===== src/rtl/u8dc_pkg.sv =====
// ----------------------------------------------------------------------------
// u8dc_pkg: shared types and constants
// Item format passed from the decoder front to the classifier back, plus
// field widths and vowel class codes.
// ----------------------------------------------------------------------------
package u8dc_pkg;

	localparam int unsigned BYTE_W  = 8;
	localparam int unsigned CP_W    = 21;
	localparam int unsigned VC_W    = 3;
	localparam int unsigned Q_DEPTH = 4;
	localparam int unsigned Q_PTR_W = $clog2(Q_DEPTH);
	localparam int unsigned Q_CNT_W = $clog2(Q_DEPTH + 1);

	typedef enum logic [VC_W-1:0] {
		VC_NONE = 3'd0,
		VC_A    = 3'd1,
		VC_E    = 3'd2,
		VC_I    = 3'd3,
		VC_O    = 3'd4,
		VC_U    = 3'd5,
		VC_Y    = 3'd6
	} vowel_t;

	typedef struct packed {
		logic            point_valid;
		logic [CP_W-1:0] code_point;
		logic            in_word;
	} item_t;

	typedef struct packed {
		logic push;
		logic pop;
	} q_ctrl_t;

	typedef struct packed {
		logic full;
		logic empty;
	} q_stat_t;

endpackage


===== src/rtl/u8dc_front.sv =====
// ----------------------------------------------------------------------------
// u8dc_front: UTF-8 sequence decoder
// Tracks the open sequence and gathers payload bits; emits one item per
// accepted byte, carrying the completed code point when there is one.
// ----------------------------------------------------------------------------
module u8dc_front (
	input  logic                          clk,
	input  logic                          arst_n,
	input  logic                          accept,
	input  logic [u8dc_pkg::BYTE_W-1:0]   in_byte,
	input  logic                          in_word,
	output u8dc_pkg::item_t               item
);

	logic [1:0]                  bytes_left_q;
	logic [1:0]                  bytes_left_n;
	logic [u8dc_pkg::CP_W-1:0]   acc_q;
	logic [u8dc_pkg::CP_W-1:0]   acc_n;

	always_comb begin
		bytes_left_n     = bytes_left_q;
		acc_n            = acc_q;
		item.point_valid = 1'b0;
		item.code_point  = '0;
		item.in_word     = in_word;
		if (bytes_left_q != 2'd0) begin
			acc_n        = {acc_q[u8dc_pkg::CP_W-7:0], in_byte[5:0]};
			bytes_left_n = bytes_left_q - 2'd1;
			if (bytes_left_n == 2'd0) begin
				item.point_valid = 1'b1;
				item.code_point  = acc_n;
			end
		end else if (!in_byte[7]) begin
			item.point_valid = 1'b1;
			item.code_point  = {{(u8dc_pkg::CP_W-8){1'b0}}, in_byte};
		end else if (in_byte[7:5] == 3'b110) begin
			bytes_left_n = 2'd1;
			acc_n        = {{(u8dc_pkg::CP_W-5){1'b0}}, in_byte[4:0]};
		end else if (in_byte[7:4] == 4'b1110) begin
			bytes_left_n = 2'd2;
			acc_n        = {{(u8dc_pkg::CP_W-4){1'b0}}, in_byte[3:0]};
		end else if (in_byte[7:3] == 5'b11110) begin
			bytes_left_n = 2'd3;
			acc_n        = {{(u8dc_pkg::CP_W-3){1'b0}}, in_byte[2:0]};
		end
		// stray continuation and 0xF8+ leads fall through: dropped
	end

	always_ff @(posedge clk or negedge arst_n) begin
		if (!arst_n) begin
			bytes_left_q <= 2'd0;
		end else if (accept) begin
			bytes_left_q <= bytes_left_n;
		end
	end

	always_ff @(posedge clk) begin
		if (accept) begin
			acc_q <= acc_n;
		end
	end

endmodule


===== src/rtl/u8dc_queue.sv =====
// ----------------------------------------------------------------------------
// u8dc_queue: decoupling queue
// Small FIFO between decoder and classifier so each side stalls on its own.
// ----------------------------------------------------------------------------
module u8dc_queue (
	input  logic              clk,
	input  logic              arst_n,
	input  u8dc_pkg::q_ctrl_t ctrl,
	input  u8dc_pkg::item_t   wr_item,
	output u8dc_pkg::q_stat_t stat,
	output u8dc_pkg::item_t   rd_item
);

	u8dc_pkg::item_t                  mem_q [u8dc_pkg::Q_DEPTH];
	logic [u8dc_pkg::Q_PTR_W-1:0]     wr_ptr_q;
	logic [u8dc_pkg::Q_PTR_W-1:0]     rd_ptr_q;
	logic [u8dc_pkg::Q_CNT_W-1:0]     count_q;
	logic                             do_push;
	logic                             do_pop;

	assign stat.full  = (count_q == u8dc_pkg::Q_CNT_W'(u8dc_pkg::Q_DEPTH));
	assign stat.empty = (count_q == '0);
	assign do_push    = ctrl.push && !stat.full;
	assign do_pop     = ctrl.pop && !stat.empty;
	assign rd_item    = mem_q[rd_ptr_q];

	always_ff @(posedge clk) begin
		if (do_push) begin
			mem_q[wr_ptr_q] <= wr_item;
		end
	end

	always_ff @(posedge clk or negedge arst_n) begin
		if (!arst_n) begin
			wr_ptr_q <= '0;
			rd_ptr_q <= '0;
			count_q  <= '0;
		end else begin
			if (do_push) begin
				wr_ptr_q <= wr_ptr_q + 1'b1;
			end
			if (do_pop) begin
				rd_ptr_q <= rd_ptr_q + 1'b1;
			end
			case ({do_push, do_pop})
				2'b10:   count_q <= count_q + 1'b1;
				2'b01:   count_q <= count_q - 1'b1;
				default: count_q <= count_q;
			endcase
		end
	end

endmodule


===== src/rtl/u8dc_back.sv =====
// ----------------------------------------------------------------------------
// u8dc_back: code point classifier
// Classifies the queue head as separator, vowel class and word character
// and holds the result in the output register until it is taken.
// ----------------------------------------------------------------------------
module u8dc_back (
	input  logic                        clk,
	input  logic                        arst_n,
	input  u8dc_pkg::item_t             head,
	input  logic                        head_valid,
	output logic                        head_pop,
	input  logic                        pop,
	output logic                        empty,
	output logic                        point_valid,
	output logic [u8dc_pkg::CP_W-1:0]   code_point,
	output logic                        separator,
	output logic [u8dc_pkg::VC_W-1:0]   vowel_class,
	output logic                        word_char
);

	logic [u8dc_pkg::CP_W-1:0]   cp;
	logic [u8dc_pkg::CP_W-1:0]   f;
	logic                        sep_c;
	u8dc_pkg::vowel_t            vc_c;
	logic                        word_c;
	logic                        load;

	logic                        out_valid_q;
	logic                        point_valid_q;
	logic [u8dc_pkg::CP_W-1:0]   code_point_q;
	logic                        separator_q;
	u8dc_pkg::vowel_t            vowel_q;
	logic                        word_char_q;

	assign cp = head.point_valid ? head.code_point : '0;
	assign f  = (cp >= u8dc_pkg::CP_W'(8'hE0)) ? cp - u8dc_pkg::CP_W'(8'h20) : cp;

	always_comb begin
		sep_c = head.point_valid && (cp == u8dc_pkg::CP_W'(8'h20) || cp == u8dc_pkg::CP_W'(8'h09)
			|| cp == u8dc_pkg::CP_W'(8'h0A) || cp == u8dc_pkg::CP_W'(8'h0D));

		vc_c = u8dc_pkg::VC_NONE;
		if (f == 21'h61 || f == 21'h41 || (f >= 21'hC0 && f <= 21'hC3)) begin
			vc_c = u8dc_pkg::VC_A;
		end else if (f == 21'h65 || f == 21'h45 || (f >= 21'hC8 && f <= 21'hCA)) begin
			vc_c = u8dc_pkg::VC_E;
		end else if (f == 21'h69 || f == 21'h49 || (f >= 21'hCC && f <= 21'hCD)) begin
			vc_c = u8dc_pkg::VC_I;
		end else if (f == 21'h6F || f == 21'h4F || (f >= 21'hD2 && f <= 21'hD5)) begin
			vc_c = u8dc_pkg::VC_O;
		end else if (f == 21'h75 || f == 21'h55 || (f >= 21'hD9 && f <= 21'hDA)) begin
			vc_c = u8dc_pkg::VC_U;
		end else if (f == 21'h79 || f == 21'h59) begin
			vc_c = u8dc_pkg::VC_Y;
		end
		if (!head.point_valid) begin
			vc_c = u8dc_pkg::VC_NONE;
		end

		// typographic single quotes fold onto the apostrophe
		if (f == 21'h27 || f == 21'h1FF8 || f == 21'h1FF9) begin
			word_c = head.in_word;
		end else begin
			word_c = (f >= 21'h41 && f <= 21'h5A) || (f >= 21'h61 && f <= 21'h7A)
				|| (f >= 21'h30 && f <= 21'h39) || f == 21'hC7 || f == 21'h5F
				|| (f >= 21'hC0 && f <= 21'hC3) || (f >= 21'hC8 && f <= 21'hCA)
				|| (f >= 21'hCC && f <= 21'hCD) || (f >= 21'hD2 && f <= 21'hD5)
				|| (f >= 21'hD9 && f <= 21'hDA);
		end
		word_c = word_c && head.point_valid;
	end

	assign load     = head_valid && (!out_valid_q || pop);
	assign head_pop = load;

	always_ff @(posedge clk or negedge arst_n) begin
		if (!arst_n) begin
			out_valid_q <= 1'b0;
		end else if (load) begin
			out_valid_q <= 1'b1;
		end else if (pop) begin
			out_valid_q <= 1'b0;
		end
	end

	always_ff @(posedge clk) begin
		if (load) begin
			point_valid_q <= head.point_valid;
			code_point_q  <= cp;
			separator_q   <= sep_c;
			vowel_q       <= vc_c;
			word_char_q   <= word_c;
		end
	end

	assign empty       = !out_valid_q;
	assign point_valid = point_valid_q;
	assign code_point  = code_point_q;
	assign separator   = separator_q;
	assign vowel_class = vowel_q;
	assign word_char   = word_char_q;

endmodule


===== src/rtl/utf8_decode_and_classify.sv =====
// ----------------------------------------------------------------------------
// utf8_decode_and_classify: UTF-8 decoder with character classifier
// Decodes a byte stream into code points and classifies each completed point.
// ----------------------------------------------------------------------------
// One byte is accepted per clock while full is low, and every byte yields
// exactly one result, in order. With nothing waiting ahead of it, a byte's
// item is written into the four-entry queue at the edge that takes the byte,
// and the classifier loads it into the output register at the next.
// Push may stay high continuously; full only rises when the result side stops
// popping and the queue plus output register (five transactions) are
// occupied. Bytes 0x80..0xBF outside a sequence and leads 0xF8..0xFF are
// dropped with point_valid low; any byte inside an open sequence is taken as a
// continuation.
module utf8_decode_and_classify (
	input  logic                        clk,
	input  logic                        arst_n,
	input  logic                        push,
	output logic                        full,
	input  logic [u8dc_pkg::BYTE_W-1:0] in_byte,
	input  logic                        in_word,
	output logic                        empty,
	input  logic                        pop,
	output logic                        point_valid,
	output logic [u8dc_pkg::CP_W-1:0]   code_point,
	output logic                        separator,
	output logic [u8dc_pkg::VC_W-1:0]   vowel_class,
	output logic                        word_char
);

	u8dc_pkg::item_t   front_item;
	u8dc_pkg::item_t   head_item;
	u8dc_pkg::q_ctrl_t q_ctrl;
	u8dc_pkg::q_stat_t q_stat;
	logic              accept;
	logic              head_pop;

	assign full        = q_stat.full;
	assign accept      = push && !q_stat.full;
	assign q_ctrl.push = accept;
	assign q_ctrl.pop  = head_pop;

	u8dc_front u_front (
		.clk     (clk),
		.arst_n  (arst_n),
		.accept  (accept),
		.in_byte (in_byte),
		.in_word (in_word),
		.item    (front_item)
	);

	u8dc_queue u_queue (
		.clk     (clk),
		.arst_n  (arst_n),
		.ctrl    (q_ctrl),
		.wr_item (front_item),
		.stat    (q_stat),
		.rd_item (head_item)
	);

	u8dc_back u_back (
		.clk         (clk),
		.arst_n      (arst_n),
		.head        (head_item),
		.head_valid  (!q_stat.empty),
		.head_pop    (head_pop),
		.pop         (pop),
		.empty       (empty),
		.point_valid (point_valid),
		.code_point  (code_point),
		.separator   (separator),
		.vowel_class (vowel_class),
		.word_char   (word_char)
	);

	a_zero_when_no_point: assert property (@(posedge clk) disable iff (!arst_n)
		(!empty && !point_valid) |-> (code_point == '0 && !separator
			&& vowel_class == u8dc_pkg::VC_NONE && !word_char))
		else $error("result fields not cleared without a code point");

	a_vowel_is_word: assert property (@(posedge clk) disable iff (!arst_n)
		(!empty && vowel_class != u8dc_pkg::VC_NONE) |-> word_char)
		else $error("vowel not classified as word character");

	a_sep_not_word: assert property (@(posedge clk) disable iff (!arst_n)
		(!empty && separator) |-> (!word_char && vowel_class == u8dc_pkg::VC_NONE))
		else $error("separator also classified as word or vowel");

	a_full_needs_backlog: assert property (@(posedge clk) disable iff (!arst_n)
		full |-> !empty)
		else $error("queue full while output register empty");

endmodule

===== config.mk =====
export PLATFORM = sky130hd
export DESIGN_NAME = utf8_decode_and_classify
export DESIGN_NICKNAME = d
export VERILOG_FILES = /design/src/rtl/u8dc_pkg.sv /design/src/rtl/u8dc_front.sv /design/src/rtl/u8dc_queue.sv /design/src/rtl/u8dc_back.sv /design/src/rtl/utf8_decode_and_classify.sv
export SDC_FILE = /design/constraint.sdc
export NUM_CORES = 1
export LEC_CHECK = 0
export BUFFER_PORTS_ARGS = -buffer_cell sky130_fd_sc_hd__buf_2
export CORE_MARGIN = 1.5
export CORE_UTILIZATION = 40
export DETAILED_ROUTE_END_ITERATION = 7
export SLEW_MARGIN = 20
export SYNTH_ARGS = -nofsm -noshare
export SYNTH_HDL_FRONTEND = slang
export SYNTH_SLANG_ARGS = --single-unit

===== constraint.sdc =====
create_clock -name clk -period 12.2 [get_ports clk]
set_input_delay 1.22 -clock clk [delete_from_list [all_inputs] [get_ports clk]]
set_output_delay 1.22 -clock clk [all_outputs]
set_load 0.02 [all_outputs]

==> run summary <==
The highest attainable clock frequency came out at 199 MHz. The die width is around 130 µm. The utilization of the core after routing is 0.474. The relative area change from synthesis to final layout is 15.6%. The number of warnings printed during yosys synthesis came out at 0. The routed layout has 3791 vias. The longest clock path from root to sink contains 2 buffers.

A synthesized cell averages 14.6 µm². The insertion delay of the later-clocked pin in the worst-skew pair came out at 0.42 ns. The wire length after detailed routing is between 10000 and 15000 µm.

The library cell contributing the largest single delay on the critical path is nor4_4. The worst setup path is launched from a flop. The total CTS buffers came out at 17. The peak supply drop is 0.121 mV. After detailed routing, the average wire length per cell comes to between 15 and 20 µm. Counting flops with a built-in enable in the synthesized netlist gives 134. In the post-synthesis netlist, the biggest area contributors are edfxtp_1 62%, mux4_2 7.6%, and2_1 4.0%. In the finished design, the share of the clock period the worst path needs comes to 0.413. In this design, the stage delay of the slowest critical-path cell is 0.66 ns.

The initialized floorplan defines 46 standard-cell rows. The total overflow reported by the global router is 0. The most used flip-flop cell after synthesis is edfxtp_1.

The number of library cell types mapped by synthesis is 62. The kind of critical path is flop to flop. The synthesized design spends more area on one cell type than any other, namely edfxtp_1. The effective utilization at floorplan is 0.410. The total setup violations reported at the end of the flow came out at 0. The detailed placer's ending HPWL is 8370 µm. The number of top-level design ports came out at 42. The number of buffers added on ports came out at between 40 and 50.

The register area came out at roughly 4300 µm². The portion of the post-synthesis area used by sequential elements came out at 0.654. The number of buffers added for setup after CTS is 0. After floorplanning, the core was sized to cover 15900 µm². The required time reported for the critical path endpoint is 12.35 ns. The number of synthesized register bits is about 140. The total power divided by cell area is slightly below 300 nW/µm². The design draws approximately 0.0022 W. The multi-input gate area in the final layout is 2090 µm². The number of slew-limit violations in the final report is 0. In the routed layout, each cell is associated on average with a via count of 5.27. The worst setup path is captured at a flop.

Of the post-synthesis cell area, the dominant cell type holds 0.616. The worst-margin pin slew came out at 1.04 ns. The clock transition time at the flip-flop clock pins of the worst setup and hold paths came out at 0.06 ns. The root buffer cell is clkbuf_16. The clock sink total came out at 144. The number of maximum-capacitance constraint violations is 0. The final net count came out at 513. The leakage power total is 2.68 nW. The area enclosed by the die boundary came out at 17100 µm². The final weighted congestion of routability-driven global placement is 0.830. The signal on the critical path passes through mux2_2, o21ai_1, inv_1, nand2_1, inv_1, ha_1, a2111o_1, nor4_4, mux2_4, a21oi_1, o211ai_2, o41ai_2, a21o_1, a21oi_1.

The detailed-router iteration count before antenna repair came out at 4. Measured along the y axis, the die boundary spans 131 µm. The flow ran to the end, and the final reports show no timing, DRC or antenna violations. Of the cells placed in the final design, the portion with a size suffix greater than 1 is 0.222. The number of gates resized after cts came out at 0. Synthesis produced a netlist with a net count of 469.

The largest net degree at the start of global routing is 32. TritonCTS built the clock tree. The cts-stage hold buffer count came out at 0. The via count of the first global-routing pass came out at 3786. The wire length of the first global-routing pass came out at between 15000 and 20000 µm.

The data arrival time of the critical path came out at 5.18 ns. The number of buffers and inverters on the critical path is 2. The synthesized area came out at 6540 µm². Setup repair after global routing left no endpoint under its margin. The cell family contributing the most delay on the critical path is compound AO/OA/AOI/OAI gates. After filler insertion, the fill cell instance count of the layout stands at ~1400. The antenna diode count came out at 0.

The all-layer global routing usage came out at 0.160. The setup TNS came out at 0 ns. The count of unresolved DRC violations after routing is 0. The count of nets left with antenna violations once routing finished came out at 0. The worst hold-check path type is flop to flop. The clock arrives with between 0.009 and 0.01 ns of skew.

CTS built an H-tree with a depth of 4. The shortest period the worst path allows is 5.04 ns. The final hold violation count is 0. The maximum fanout along the worst path came out at 31. The gate count after technology mapping came out at 447. The starting DRC count in detailed routing came out at 380. The remaining max-slew budget at the tightest pin is 0.308. For this run, asynchronously set or reset flops after synthesis account for 0.0694. The number of antenna violations at the first check in global routing came out at 0.
## stage by stage
step                hold slack, ns  std cells  cell area (µm²)  setup slack, ns
floorplan                    0.457        447             6540             7.98
global placement             0.478        688             6960             7.34
detailed placement           0.497        688             6960             7.21
CTS                          0.506        720             7560             7.20
global route                 0.541        720             7560             6.86
finish                       0.502        720             7560             7.16
## final timing paths
path                                     start                  end  slack, ns  cells after the start
max in group asynchronous               arst_n  u_queue.rd_ptr_q[0]      11.30                      1
setup reg to reg           u_queue.rd_ptr_q[0]     u_back.word_char       7.16                     14
hold reg to reg             u_queue.count_q[2]   u_queue.count_q[2]       0.50                      1
min in group asynchronous               arst_n   u_queue.count_q[0]       0.68                      1
setup / recovery           u_queue.rd_ptr_q[0]     u_back.word_char       7.16                     14
hold / removal              u_queue.count_q[2]   u_queue.count_q[2]       0.50                      1
## power breakdown
group / switching (W) / leakage [nW] / internal (W)
Combinational: 0.000575 / 0.999 / 0.000320
Clock: 0.000182 / 0.282 / 0.000338
Sequential: 0.0000439 / 1.40 / 0.000747
Total: 0.000801 / 2.68 / 0.00140
## cells by family (layout without fill, tap and decap cells)
family / count (synthesis) / in the layout / share of synthesized area
simple gates: 150 / 150 / 0.133
flops: 144 / 144 / 0.654
compound gates: 63 / 63 / 0.0661
buf+inv: 42 / 99 / 0.0281
mux: 26 / 26 / 0.0831
xor+xnor: 13 / 13 / 0.0174
fa+ha+maj: 9 / 9 / 0.0184
## worst reg2reg max path: cells and delay by family, from the launching register on
kind,cells,cell delay [ns]
AOI/OAI and AO/OA,7,1.85
DFF,1,0.38
adders and majority gates,1,0.22
buffers and inverters,2,0.69
muxes,2,0.73
and+or+nand+nor,2,0.91
## cells in the mapped netlist, types with 4 or more instances
| cell | n |
|---|---|
| edfxtp_1 | 134 |
| and2_1 | 42 |
| nor2_1 | 25 |
| nand2_1 | 23 |
| mux4_2 | 22 |
| inv_1 | 19 |
| o21ai_0 | 16 |
| a21oi_1 | 15 |
| clkbuf_1 | 15 |
| nor2b_1 | 12 |
| dfrtp_1 | 10 |
| ha_1 | 8 |
| nor3_1 | 7 |
| xnor2_1 | 7 |
| xor2_1 | 6 |
| nand3b_1 | 5 |
| nand4b_1 | 5 |
| nand4_1 | 4 |
| nor4_1 | 4 |
## sequential cells by signal, summed over array words and instances (netlist names)
signal,cells
u_queue.count_q,3
u_queue.mem_q,92
u_front.bytes_left_q,2
u_front.acc_q,15
u_queue.rd_ptr_q,2
u_back.point_valid,1
u_back.word_char,1
u_back.separator,1
u_back.vowel_class,3
u_queue.wr_ptr_q,2
u_back.code_point,21
u_back.out_valid_q,1
## layer usage
metal / part of all wire / track usage / vias to the layer above / routed length (µm)
met1: 0.46 / 0.206 / 1909 / 5800
met3: 0.034 / 0.0501 / 19 / 422
li1: - / - / 1780 / -
met2: 0.48 / 0.256 / 83 / 6060
met4: 0.019 / 0.0595 / 0 / 237
met5: 0 / 0 / - / 0
## placed cells by master (no fill, tap or decap), drive strengths merged, types with 4 or more instances in the layout
cell type	instances
ha	8
nor2	25
edfxtp	134
nand4b	5
o31ai	4
xor2	6
o21ai	17
xnor2	7
nand3b	5
a21oi	17
or2	4
inv	19
and2	42
o41ai	4
nand4	4
nor4	6
nor2b	12
buf	47
nand2	23
clkbuf	27
nor3	7
mux4	22
dfrtp	10
## final cells by class
cell class	instances	area share
Clock buffer	27	0.0652
Clock inverter	5	0.0139
Inverter	20	0.00994
Multi-Input combinational cell	261	0.276
Sequential cell	144	0.566
Tap cell	216	0.0358
Timing Repair Buffer	47	0.0331
No activity file was read; power rests on OpenSTA's default activity.
